### config.mk
export PLATFORM = sky130hd
export DESIGN_NAME = crc8_frame_receiver_flat
export DESIGN_NICKNAME = d
export VERILOG_FILES = /design/src/design/crc8fr_pkg.sv /design/src/design/crc8fr_if.sv /design/src/design/crc8fr_cfg_regs.sv /design/src/design/crc8fr_in_stage.sv /design/src/design/crc8fr_deframer.sv /design/src/design/crc8_frame_receiver.sv /design/src/flat_wrapper.sv
export SDC_FILE = /design/constraint.sdc
export NUM_CORES = 1
export LEC_CHECK = 0
export BUFFER_PORTS_ARGS = -buffer_cell sky130_fd_sc_hd__buf_2
export CAP_MARGIN = 20
export CORE_MARGIN = 2
export CORE_UTILIZATION = 42
export CTS_CLUSTER_DIAMETER = 30
export DETAILED_ROUTE_END_ITERATION = 6
export MAX_ROUTING_LAYER = met4
export SYNTH_ARGS = -nofsm -noshare
export SYNTH_HDL_FRONTEND = slang
export SYNTH_SLANG_ARGS = --single-unit
### constraint.sdc
create_clock -name clk_i -period 5.4 [get_ports clk_i]
set_input_delay 1.08 -clock clk_i [delete_from_list [all_inputs] [get_ports clk_i]]
set_output_delay 1.08 -clock clk_i [all_outputs]
set_load 0.05 [all_outputs]
### src/design/crc8fr_pkg.sv
// crc8fr_pkg: shared types, constants and the CRC-8 byte update for the
// crc8_frame_receiver block. No dependencies.
`timescale 1ns / 1ps

package crc8fr_pkg;

  localparam int unsigned HDR_LEN     = 2;
  localparam int unsigned POS_W       = 4;
  localparam int unsigned PAYLOAD_W   = 64;
  localparam int unsigned COUNT_W     = 32;
  localparam int unsigned CFG_ADDR_W  = 4;
  localparam int unsigned CFG_DATA_W  = 32;

  localparam logic [7:0] CRC_POLY = 8'h8C;

  // register reset values
  localparam logic [7:0] HDR_FIRST_RST  = 8'hAA;
  localparam logic [7:0] HDR_SECOND_RST = 8'h55;
  localparam logic [7:0] CRC_INIT_RST   = 8'hFF;
  localparam logic [7:0] CRC_XOROUT_RST = 8'h00;

  typedef enum logic [1:0] {
    REG_HDR_FIRST  = 2'd0,
    REG_HDR_SECOND = 2'd1,
    REG_CRC_INIT   = 2'd2,
    REG_CRC_XOROUT = 2'd3
  } reg_idx_e;

  typedef enum logic [1:0] {
    EV_NONE = 2'd0,
    EV_GOOD = 2'd1,
    EV_BAD  = 2'd2
  } frame_event_e;

  typedef struct packed {
    logic [7:0] hdr_first;
    logic [7:0] hdr_second;
    logic [7:0] crc_init;
    logic [7:0] crc_xorout;
  } cfg_t;

  // input register contents handed to the deframer
  typedef struct packed {
    logic       valid;
    logic [7:0] data;
  } in_stage_t;

  // reflected CRC-8, one byte folded in
  function automatic logic [7:0] crc8_byte(input logic [7:0] crc, input logic [7:0] b);
    logic [7:0] c;
    c = crc ^ b;
    for (int k = 0; k < 8; k++) begin
      c = c[0] ? ((c >> 1) ^ CRC_POLY) : (c >> 1);
    end
    return c;
  endfunction

endpackage

### src/design/crc8fr_if.sv
// crc8fr_if: valid/ready channel interfaces for received bytes and results.
// Depends on crc8fr_pkg.
`timescale 1ns / 1ps

interface crc8fr_rx_if;
  logic       valid;
  logic       ready;
  logic [7:0] rx_byte;

  modport source (output valid, output rx_byte, input ready);
  modport sink   (input valid, input rx_byte, output ready);
endinterface

interface crc8fr_res_if;
  logic                               valid;
  logic                               ready;
  logic [1:0]                         frame_event;
  logic                               data_valid;
  logic [crc8fr_pkg::PAYLOAD_W-1:0]   payload;
  logic [crc8fr_pkg::COUNT_W-1:0]     valid_frames;
  logic [crc8fr_pkg::COUNT_W-1:0]     crc_errors;

  modport source (output valid, output frame_event, output data_valid, output payload,
                  output valid_frames, output crc_errors, input ready);
  modport sink   (input valid, input frame_event, input data_valid, input payload,
                  input valid_frames, input crc_errors, output ready);
endinterface

### src/design/crc8fr_cfg_regs.sv
// crc8fr_cfg_regs: APB register file for headers and CRC settings.
// Depends on crc8fr_pkg.
`timescale 1ns / 1ps

module crc8fr_cfg_regs (
  input  logic                               clk_i,
  input  logic                               rst_ni,
  input  logic                               psel,
  input  logic                               penable,
  input  logic                               pwrite,
  input  logic [crc8fr_pkg::CFG_ADDR_W-1:0]  paddr,
  input  logic [crc8fr_pkg::CFG_DATA_W-1:0]  pwdata,
  output logic [crc8fr_pkg::CFG_DATA_W-1:0]  prdata,
  output logic                               pready,
  output crc8fr_pkg::cfg_t                   cfg_o
);
  import crc8fr_pkg::*;

  cfg_t     cfg_q;
  reg_idx_e reg_sel;
  logic     wr_en;
  logic [7:0] rd_byte;

  assign reg_sel = reg_idx_e'(paddr[3:2]);
  assign wr_en   = psel && penable && pwrite;
  assign pready  = 1'b1;

  always_ff @(posedge clk_i or negedge rst_ni) begin
    if (!rst_ni) begin
      cfg_q.hdr_first  <= HDR_FIRST_RST;
      cfg_q.hdr_second <= HDR_SECOND_RST;
      cfg_q.crc_init   <= CRC_INIT_RST;
      cfg_q.crc_xorout <= CRC_XOROUT_RST;
    end else if (wr_en) begin
      unique case (reg_sel)
        REG_HDR_FIRST:  cfg_q.hdr_first  <= pwdata[7:0];
        REG_HDR_SECOND: cfg_q.hdr_second <= pwdata[7:0];
        REG_CRC_INIT:   cfg_q.crc_init   <= pwdata[7:0];
        REG_CRC_XOROUT: cfg_q.crc_xorout <= pwdata[7:0];
        default:        ;
      endcase
    end
  end

  always_comb begin
    unique case (reg_sel)
      REG_HDR_FIRST:  rd_byte = cfg_q.hdr_first;
      REG_HDR_SECOND: rd_byte = cfg_q.hdr_second;
      REG_CRC_INIT:   rd_byte = cfg_q.crc_init;
      REG_CRC_XOROUT: rd_byte = cfg_q.crc_xorout;
      default:        rd_byte = 8'h00;
    endcase
  end

  assign prdata = CFG_DATA_W'(rd_byte);
  assign cfg_o  = cfg_q;

endmodule

### src/design/crc8fr_in_stage.sv
// crc8fr_in_stage: input register for received bytes; holds one byte while
// the result side is stalled. Depends on crc8fr_pkg, crc8fr_if.
`timescale 1ns / 1ps

module crc8fr_in_stage (
  input  logic                    clk_i,
  input  logic                    rst_ni,
  crc8fr_rx_if.sink               rx,
  input  logic                    take_i,
  output crc8fr_pkg::in_stage_t   stage_o
);
  import crc8fr_pkg::*;

  logic       valid_q;
  logic [7:0] data_q;
  logic       accept;

  assign rx.ready = !valid_q || take_i;
  assign accept   = rx.valid && rx.ready;

  always_ff @(posedge clk_i or negedge rst_ni) begin
    if (!rst_ni) begin
      valid_q <= 1'b0;
    end else if (accept) begin
      valid_q <= 1'b1;
    end else if (take_i) begin
      valid_q <= 1'b0;
    end
  end

  always_ff @(posedge clk_i) begin
    if (accept) begin
      data_q <= rx.rx_byte;
    end
  end

  assign stage_o.valid = valid_q;
  assign stage_o.data  = data_q;

endmodule

### src/design/crc8fr_deframer.sv
// crc8fr_deframer: header hunt, payload gather, CRC check, counters and the
// result register. Depends on crc8fr_pkg, crc8fr_if.
`timescale 1ns / 1ps

module crc8fr_deframer #(
  parameter int unsigned PAYLOAD_BYTES = 8
) (
  input  logic                   clk_i,
  input  logic                   rst_ni,
  input  crc8fr_pkg::cfg_t       cfg_i,
  input  crc8fr_pkg::in_stage_t  stage_i,
  output logic                   take_o,
  crc8fr_res_if.source           res
);
  import crc8fr_pkg::*;

  localparam int unsigned   DataW  = PAYLOAD_BYTES * 8;
  localparam logic [POS_W-1:0] CrcPos = POS_W'(HDR_LEN + PAYLOAD_BYTES);
  localparam logic [POS_W-1:0] HdrPos = POS_W'(HDR_LEN);

  logic [POS_W-1:0]   pos_q, pos_d;
  logic [7:0]         crc_q, crc_d;
  logic [7:0]         gather_q [PAYLOAD_BYTES];
  logic [DataW-1:0]   gather_flat;
  logic [DataW-1:0]   held_q, held_d;
  logic               have_q, have_d;
  logic [COUNT_W-1:0] good_q, good_d;
  logic [COUNT_W-1:0] bad_q, bad_d;
  frame_event_e       event_q, event_d;
  logic               out_valid_q;
  logic               advance;
  logic [7:0]         b;
  logic [7:0]         crc_src;
  logic [7:0]         crc_next;

  assign advance = stage_i.valid && (!out_valid_q || res.ready);
  assign take_o  = advance;
  assign b       = stage_i.data;

  // a new frame starts its CRC from the configured seed
  assign crc_src  = (pos_q == '0) ? cfg_i.crc_init : crc_q;
  assign crc_next = crc8_byte(crc_src, b);

  for (genvar k = 0; k < PAYLOAD_BYTES; k++) begin : g_gather
    always_ff @(posedge clk_i) begin
      if (advance && (pos_q == POS_W'(HDR_LEN + k))) begin
        gather_q[k] <= b;
      end
    end
    assign gather_flat[8*k +: 8] = gather_q[k];
  end

  always_comb begin
    pos_d   = pos_q;
    crc_d   = crc_q;
    held_d  = held_q;
    have_d  = have_q;
    good_d  = good_q;
    bad_d   = bad_q;
    event_d = EV_NONE;
    priority if (pos_q == '0) begin
      if (b == cfg_i.hdr_first) begin
        crc_d = crc_next;
        pos_d = POS_W'(1);
      end
    end else if (pos_q == POS_W'(1)) begin
      if (b == cfg_i.hdr_second) begin
        crc_d = crc_next;
        pos_d = HdrPos;
      end else if (b != cfg_i.hdr_first) begin
        pos_d = '0;
      end
      // repeated first header: keep waiting, CRC unchanged
    end else if (pos_q < CrcPos) begin
      crc_d = crc_next;
      pos_d = pos_q + POS_W'(1);
    end else if (pos_q == CrcPos) begin
      if (b == (crc_q ^ cfg_i.crc_xorout)) begin
        held_d  = gather_flat;
        have_d  = 1'b1;
        good_d  = (good_q != '1) ? good_q + COUNT_W'(1) : good_q;
        event_d = EV_GOOD;
      end else begin
        bad_d   = (bad_q != '1) ? bad_q + COUNT_W'(1) : bad_q;
        event_d = EV_BAD;
      end
      pos_d = '0;
    end else begin
      pos_d = '0;
    end
  end

  always_ff @(posedge clk_i or negedge rst_ni) begin
    if (!rst_ni) begin
      pos_q       <= '0;
      crc_q       <= CRC_INIT_RST;
      held_q      <= '0;
      have_q      <= 1'b0;
      good_q      <= '0;
      bad_q       <= '0;
      event_q     <= EV_NONE;
      out_valid_q <= 1'b0;
    end else begin
      if (advance) begin
        pos_q   <= pos_d;
        crc_q   <= crc_d;
        held_q  <= held_d;
        have_q  <= have_d;
        good_q  <= good_d;
        bad_q   <= bad_d;
        event_q <= event_d;
      end
      if (advance) begin
        out_valid_q <= 1'b1;
      end else if (res.ready) begin
        out_valid_q <= 1'b0;
      end
    end
  end

  // state only moves when a result is loaded, so it doubles as the result
  assign res.valid        = out_valid_q;
  assign res.frame_event  = event_q;
  assign res.data_valid   = have_q;
  assign res.payload      = PAYLOAD_W'(held_q);
  assign res.valid_frames = good_q;
  assign res.crc_errors   = bad_q;

`ifndef SYNTHESIS
  a_pos_range: assert property (@(posedge clk_i) disable iff (!rst_ni)
    pos_q <= CrcPos)
    else $error("frame position beyond CRC byte");

  a_end_restarts: assert property (@(posedge clk_i) disable iff (!rst_ni)
    (out_valid_q && (event_q != EV_NONE)) |-> (pos_q == '0))
    else $error("frame end without restarting the hunt");

  a_good_has_data: assert property (@(posedge clk_i) disable iff (!rst_ni)
    (out_valid_q && (event_q == EV_GOOD)) |-> have_q)
    else $error("valid frame reported without held payload");

  a_counts_monotonic: assert property (@(posedge clk_i) disable iff (!rst_ni)
    advance |=> ((good_q >= $past(good_q)) && (bad_q >= $past(bad_q))))
    else $error("frame counter went backward");
`endif

endmodule

### src/design/crc8_frame_receiver.sv
// crc8_frame_receiver: top level of the CRC-8 checked frame receiver.
// Depends on crc8fr_pkg, crc8fr_if, crc8fr_cfg_regs, crc8fr_in_stage, crc8fr_deframer.
`timescale 1ns / 1ps

// Receives one byte per item, hunts for a two-byte header (a repeat of the
// first header byte keeps the hunt waiting for the second), gathers
// PAYLOAD_BYTES payload bytes and then checks a trailing reflected CRC-8
// (poly 0x8C, seed crc_init, crc_xorout applied before the compare) over
// header and payload. Every byte yields exactly one result item: the frame
// event (none / valid frame / checksum error), the data-valid flag, the last
// good payload (byte 0 in bits 7:0, zero above PAYLOAD_BYTES) and two
// saturating 32-bit counters. Throughput is one byte per clock unless the
// result stalls. Each byte is captured in the input register, then the
// CRC update and compare (one unrolled 8-bit CRC step) run into the result
// register. While a result waits at the output, one more byte is held in the
// input register. Registers (APB, 32-bit, at 4*index): 0 header_first
// (0xAA), 1 header_second (0x55), 2 crc_init (0xFF), 3 crc_xorout (0x00);
// write them only while the block is idle. There is no clearing pass.

module crc8_frame_receiver #(
  parameter int unsigned PAYLOAD_BYTES = 8
) (
  input  logic                               clk_i,
  input  logic                               rst_ni,
  input  logic                               psel,
  input  logic                               penable,
  input  logic                               pwrite,
  input  logic [crc8fr_pkg::CFG_ADDR_W-1:0]  paddr,
  input  logic [crc8fr_pkg::CFG_DATA_W-1:0]  pwdata,
  output logic [crc8fr_pkg::CFG_DATA_W-1:0]  prdata,
  output logic                               pready,
  crc8fr_rx_if.sink                          rx_i,
  crc8fr_res_if.source                       res_o
);
  import crc8fr_pkg::*;

  cfg_t      cfg;
  in_stage_t stage;
  logic      take;

  crc8fr_cfg_regs u_cfg_regs (
    .clk_i   (clk_i),
    .rst_ni  (rst_ni),
    .psel    (psel),
    .penable (penable),
    .pwrite  (pwrite),
    .paddr   (paddr),
    .pwdata  (pwdata),
    .prdata  (prdata),
    .pready  (pready),
    .cfg_o   (cfg)
  );

  // byte capture; decouples the sender from a stalled result
  crc8fr_in_stage u_in_stage (
    .clk_i   (clk_i),
    .rst_ni  (rst_ni),
    .rx      (rx_i),
    .take_i  (take),
    .stage_o (stage)
  );

  // hunt / gather / check and the result register
  crc8fr_deframer #(
    .PAYLOAD_BYTES (PAYLOAD_BYTES)
  ) u_deframer (
    .clk_i   (clk_i),
    .rst_ni  (rst_ni),
    .cfg_i   (cfg),
    .stage_i (stage),
    .take_o  (take),
    .res     (res_o)
  );

endmodule
### src/flat_wrapper.sv
// flat-port wrapper written by rule: the top's interface ports become plain ports
module crc8_frame_receiver_flat import crc8fr_pkg::*;
#(
  parameter int unsigned PAYLOAD_BYTES = 8
)
  (clk_i, rst_ni, psel, penable, pwrite, paddr, pwdata, prdata, pready, rx_i_valid, rx_i_rx_byte, rx_i_ready, res_o_valid, res_o_frame_event, res_o_data_valid, res_o_payload, res_o_valid_frames, res_o_crc_errors, res_o_ready);
  crc8fr_rx_if rx_i_i ();
  crc8fr_res_if res_o_i ();
  input  logic clk_i;
  input  logic rst_ni;
  input  logic psel;
  input  logic penable;
  input  logic pwrite;
  input  logic [crc8fr_pkg::CFG_ADDR_W-1:0] paddr;
  input  logic [crc8fr_pkg::CFG_DATA_W-1:0] pwdata;
  output logic [crc8fr_pkg::CFG_DATA_W-1:0] prdata;
  output logic pready;
  input wire logic [$bits(rx_i_i.valid)-1:0] rx_i_valid;
  input wire logic [$bits(rx_i_i.rx_byte)-1:0] rx_i_rx_byte;
  output wire logic [$bits(rx_i_i.ready)-1:0] rx_i_ready;
  output wire logic [$bits(res_o_i.valid)-1:0] res_o_valid;
  output wire logic [$bits(res_o_i.frame_event)-1:0] res_o_frame_event;
  output wire logic [$bits(res_o_i.data_valid)-1:0] res_o_data_valid;
  output wire logic [$bits(res_o_i.payload)-1:0] res_o_payload;
  output wire logic [$bits(res_o_i.valid_frames)-1:0] res_o_valid_frames;
  output wire logic [$bits(res_o_i.crc_errors)-1:0] res_o_crc_errors;
  input wire logic [$bits(res_o_i.ready)-1:0] res_o_ready;
  assign rx_i_i.valid = rx_i_valid;
  assign rx_i_i.rx_byte = rx_i_rx_byte;
  assign rx_i_ready = rx_i_i.ready;
  assign res_o_valid = res_o_i.valid;
  assign res_o_frame_event = res_o_i.frame_event;
  assign res_o_data_valid = res_o_i.data_valid;
  assign res_o_payload = res_o_i.payload;
  assign res_o_valid_frames = res_o_i.valid_frames;
  assign res_o_crc_errors = res_o_i.crc_errors;
  assign res_o_i.ready = res_o_ready;
  crc8_frame_receiver #(.PAYLOAD_BYTES(PAYLOAD_BYTES)) u_core (.clk_i(clk_i), .rst_ni(rst_ni), .psel(psel), .penable(penable), .pwrite(pwrite), .paddr(paddr), .pwdata(pwdata), .prdata(prdata), .pready(pready), .rx_i(rx_i_i), .res_o(res_o_i));
endmodule
==> flow_metrics.tcl <==
set metrics [dict create \
    status "finished, final reports clean" \
    ir_drop_mv 0.223 \
    hold_class "reg -> reg" \
    syn-mean-instance-area_um2 14.4 \
    dr.pass1.iters 4 \
    core_area_um2 25000 \
    synthXorXnorAreaFrac_pct 9.80 \
    p_int_mw 4.65 \
    drc 0 \
    max_cap_viol_count 0 \
    die_y_um 163 \
    yosysWarnings 0 \
    finish.utilization_pct 53.6 \
    synth_top_area_share_pct 36.1 \
    min_from "u_core.u_deframer.gather_q[6][4]$_DFFE_PP_" \
    clock_path_buffers 3 \
    clk-insertion-delay-late_ps 540 \
    post_cts_resized 0 \
    synth.area.top_cells "dfrtp_1 (36%), edfxtp_1 (20%), mux2_2 (11%), dfstp_2 (5.9%), xnor2_1 (5.6%)" \
    syn_inst 737 \
    multi_input_area_um2 3750 \
    max_slew_margin_pct 33.7 \
    overflow 0 \
    via_count 6379 \
    synth.mux.area_fraction_pct 13.4 \
    post-cts-setup-buffers 0 \
    seq_area_um2 6620 \
    grt_start_max_net_pins 93 \
    start_kind "register" \
    p_leak_nw 6.31 \
    path_max_fanout 37 \
    fillers 2159 \
    rows 58 \
    synth_edf_count 72 \
    synth-seq-cells 249 \
    die-area_um2 26600 \
    fmax_mhz 282 \
    synth_cell_types 56 \
    cp_cell_sequence "xnor3_1, nand4_1, nor4_4, and2_2, buf_12, mux2_2" \
    mostFrequentLayoutCells "buf_2 (164), dfrtp_1 (153), mux2_2 (101), edfxtp_1 (72), xnor2_1 (68)" \
    place.gp.congestion 0.804 \
    vias_per_cell 4.88 \
    final_common_cell "buf_2" \
    skew_ps 18.5 \
    power.density_nw_per_um2 468 \
    ios 217 \
    switchingPower_mw 1.64 \
    initial_core_util_pct 42.4 \
    layout-drive-gt1-share_pct 41.0 \
    synthAdderAreaFrac_pct 0.707 \
    postCtsHoldBufs 0 \
    synth_top_family_by_area "multiplexers" \
    fin_crit_ps 3550 \
    ys.flop_type "dfrtp_1" \
    grt_pass1_wl_um 35500 \
    dp_hpwl_um 14900 \
    critical_path.startpoint "u_core.u_in_stage.data_q[7]$_DFFE_PP_" \
    cpPeakStageDelay_ps 860 \
    finalCritPeriodShare_pct 65.7 \
    setup_slack_ps 1850 \
    swShare_pct 26.0 \
    synth_compound_area_share_pct 1.51 \
    syn_to_final_growth_pct 26.4 \
    drv_slew 0 \
    final_cell_area_um2 13400 \
    clk_pin_slew_ps 50 \
    finalHoldViolations 0 \
    port_buffers 165 \
    worst_path_max_delay_cell "edfxtp_1" \
    drtAntennaViolNets 0 \
    cp.required_ps 5820 \
    avgRoutedWirePerCell_um 17.4 \
    pwr-share-comb_pct 15.9 \
    tightestPinTransition_ps 990 \
    critPathKind "reg -> reg" \
    finalNetCount 991 \
    dp_slack_ps 1540 \
    wirelength_um 22700 \
    finalSetupViolCount 0 \
    cts_tree "done" \
    yosys.area.top_type "dfrtp_1" \
    synth-async-reset-ratio_pct 71.1 \
    die_x_um 163 \
    end_kind "register" \
    drtIter0Drc 347 \
    dpl_cell_area_um2 11700 \
    pwr-share-clk_pct 48.5 \
    rsz0062_at_grt "false" \
    synth_area_um2 10600 \
    yosys.area_share.simple_pct 9.01 \
    yosysSeqAreaShare_pct 62.4 \
    clock-root-buffer "clkbuf_16" \
    cts-htree-levels 2 \
    antenna_found_initial 1 \
    cts.sinks 249 \
    pwr-share-seq_pct 35.6 \
    cp_data_arrival_time_ps 3970 \
    grt_pass1_vias 6276 \
    r2r_start "u_core.u_in_stage.data_q[7]$_DFFE_PP_" \
    track_usage_pct 17.7 \
    cts_buffers 49 \
    fin_tns_setup_ps 0 \
]
==> logic make-up after synthesis <==
logic type | count (synthesis)
adder cells (fa/ha/maj) | 6
AND/OR/NAND/NOR | 174
AO/OA/AOI/OAI | 24
flip-flops | 249
multiplexers | 119
other | 2
XOR/XNOR | 106
buffers and inverters | 57
==> per-layer routing <==
layer / vias to the layer above / wire length [um] / GRT usage, %
met2: 172 / 10100 / 25.4
met4: 0 / 308 / 4.79
met5: - / 0 / -
met1: 3202 / 11000 / 25.6
met3: 24 / 1200 / 3.95
li1: 2981 / - / -
==> state kept, by name (all words and copies together) (netlist names) <==
register,flops
u_core.u_deframer.pos_q,4
u_core.u_cfg_regs.cfg_o,32
u_core.u_in_stage.valid_q,1
u_core.u_deframer.res.valid_frames,32
u_core.u_deframer.res.valid,1
u_core.u_deframer.res.crc_errors,32
u_core.u_deframer.res.frame_event,2
u_core.u_deframer.gather_q,64
u_core.u_deframer.crc_q,8
u_core.u_in_stage.data_q,8
u_core.u_deframer.res.data_valid,1
u_core.u_deframer.res.payload,64
==> per-stage QoR <==
stage	hold WS (ps)	cells	power [mW]
finish	464	1306	6.29
detailed placement	451	1213	3.28
floorplan	454	760	3.09
global placement	449	1213	3.27
global route	480	1306	6.57
CTS	467	1305	6.37
==> final timing paths <==
path,endpoint,slack [ps],cells past startpoint
worst max register to register,u_core.u_deframer.res.payload[28]$_DFFE_PN0P_,1850,6
worst min-delay path,u_core.u_deframer.res.payload[52]$_DFFE_PN0P_,460,1
max in group asynchronous,u_core.u_deframer.res.crc_errors[25]$_DFFE_PN0P_,3800,2
min in group asynchronous,u_core.u_deframer.res.payload[29]$_DFFE_PN0P_,610,1
worst max-delay path,u_core.u_deframer.res.payload[28]$_DFFE_PN0P_,1850,6
worst min register to register,u_core.u_deframer.res.payload[52]$_DFFE_PN0P_,460,1
==> power groups by stage <==
stage	sequential, mW	clock [mW]	combinational [mW]
2_1_floorplan	2.22	0	0.869
3_3_place_gp	2.27	0	0.998
3_5_place_dp	2.27	0	1.01
4_1_cts	2.24	3.11	1.01
5_1_grt	2.25	3.22	1.10
6_report	2.24	3.05	0.999
==> cells in the mapped netlist, types with 5 or more instances <==
library cell / number
o21ai_0: 9
xnor2_1: 68
xor2_1: 29
a21oi_1: 5
mux4_2: 8
xnor3_1: 6
and4_1: 6
nand2_1: 38
ha_1: 6
and2_1: 10
dfstp_2: 24
buf_4: 25
nor2_1: 26
nand4_1: 22
and3_1: 15
inv_1: 11
nand3_1: 24
buf_2: 8
edfxtp_1: 72
mux2i_1: 9
nor3_1: 9
clkbuf_1: 10
mux2_2: 101
dfrtp_1: 153
==> layout make-up <==
class,instances,area share [%]
well taps,330,3.08
repair buffers,169,6.61
diodes,1,0.0186
inverters,11,0.308
clock inverters,31,2.64
flip-flops and latches,249,49.3
clock buffers,61,10.1
multi-input cells,454,27.9
==> worst max-delay path, delay by kind of cell, from the launching register on <==
family	cells	cell delay, ps
muxes	1	360
DFF	1	860
buffers and inverters	1	310
and+or+nand+nor	3	1520
xor gates and xnor gates	1	360
Power figures use the tool's default switching activity.
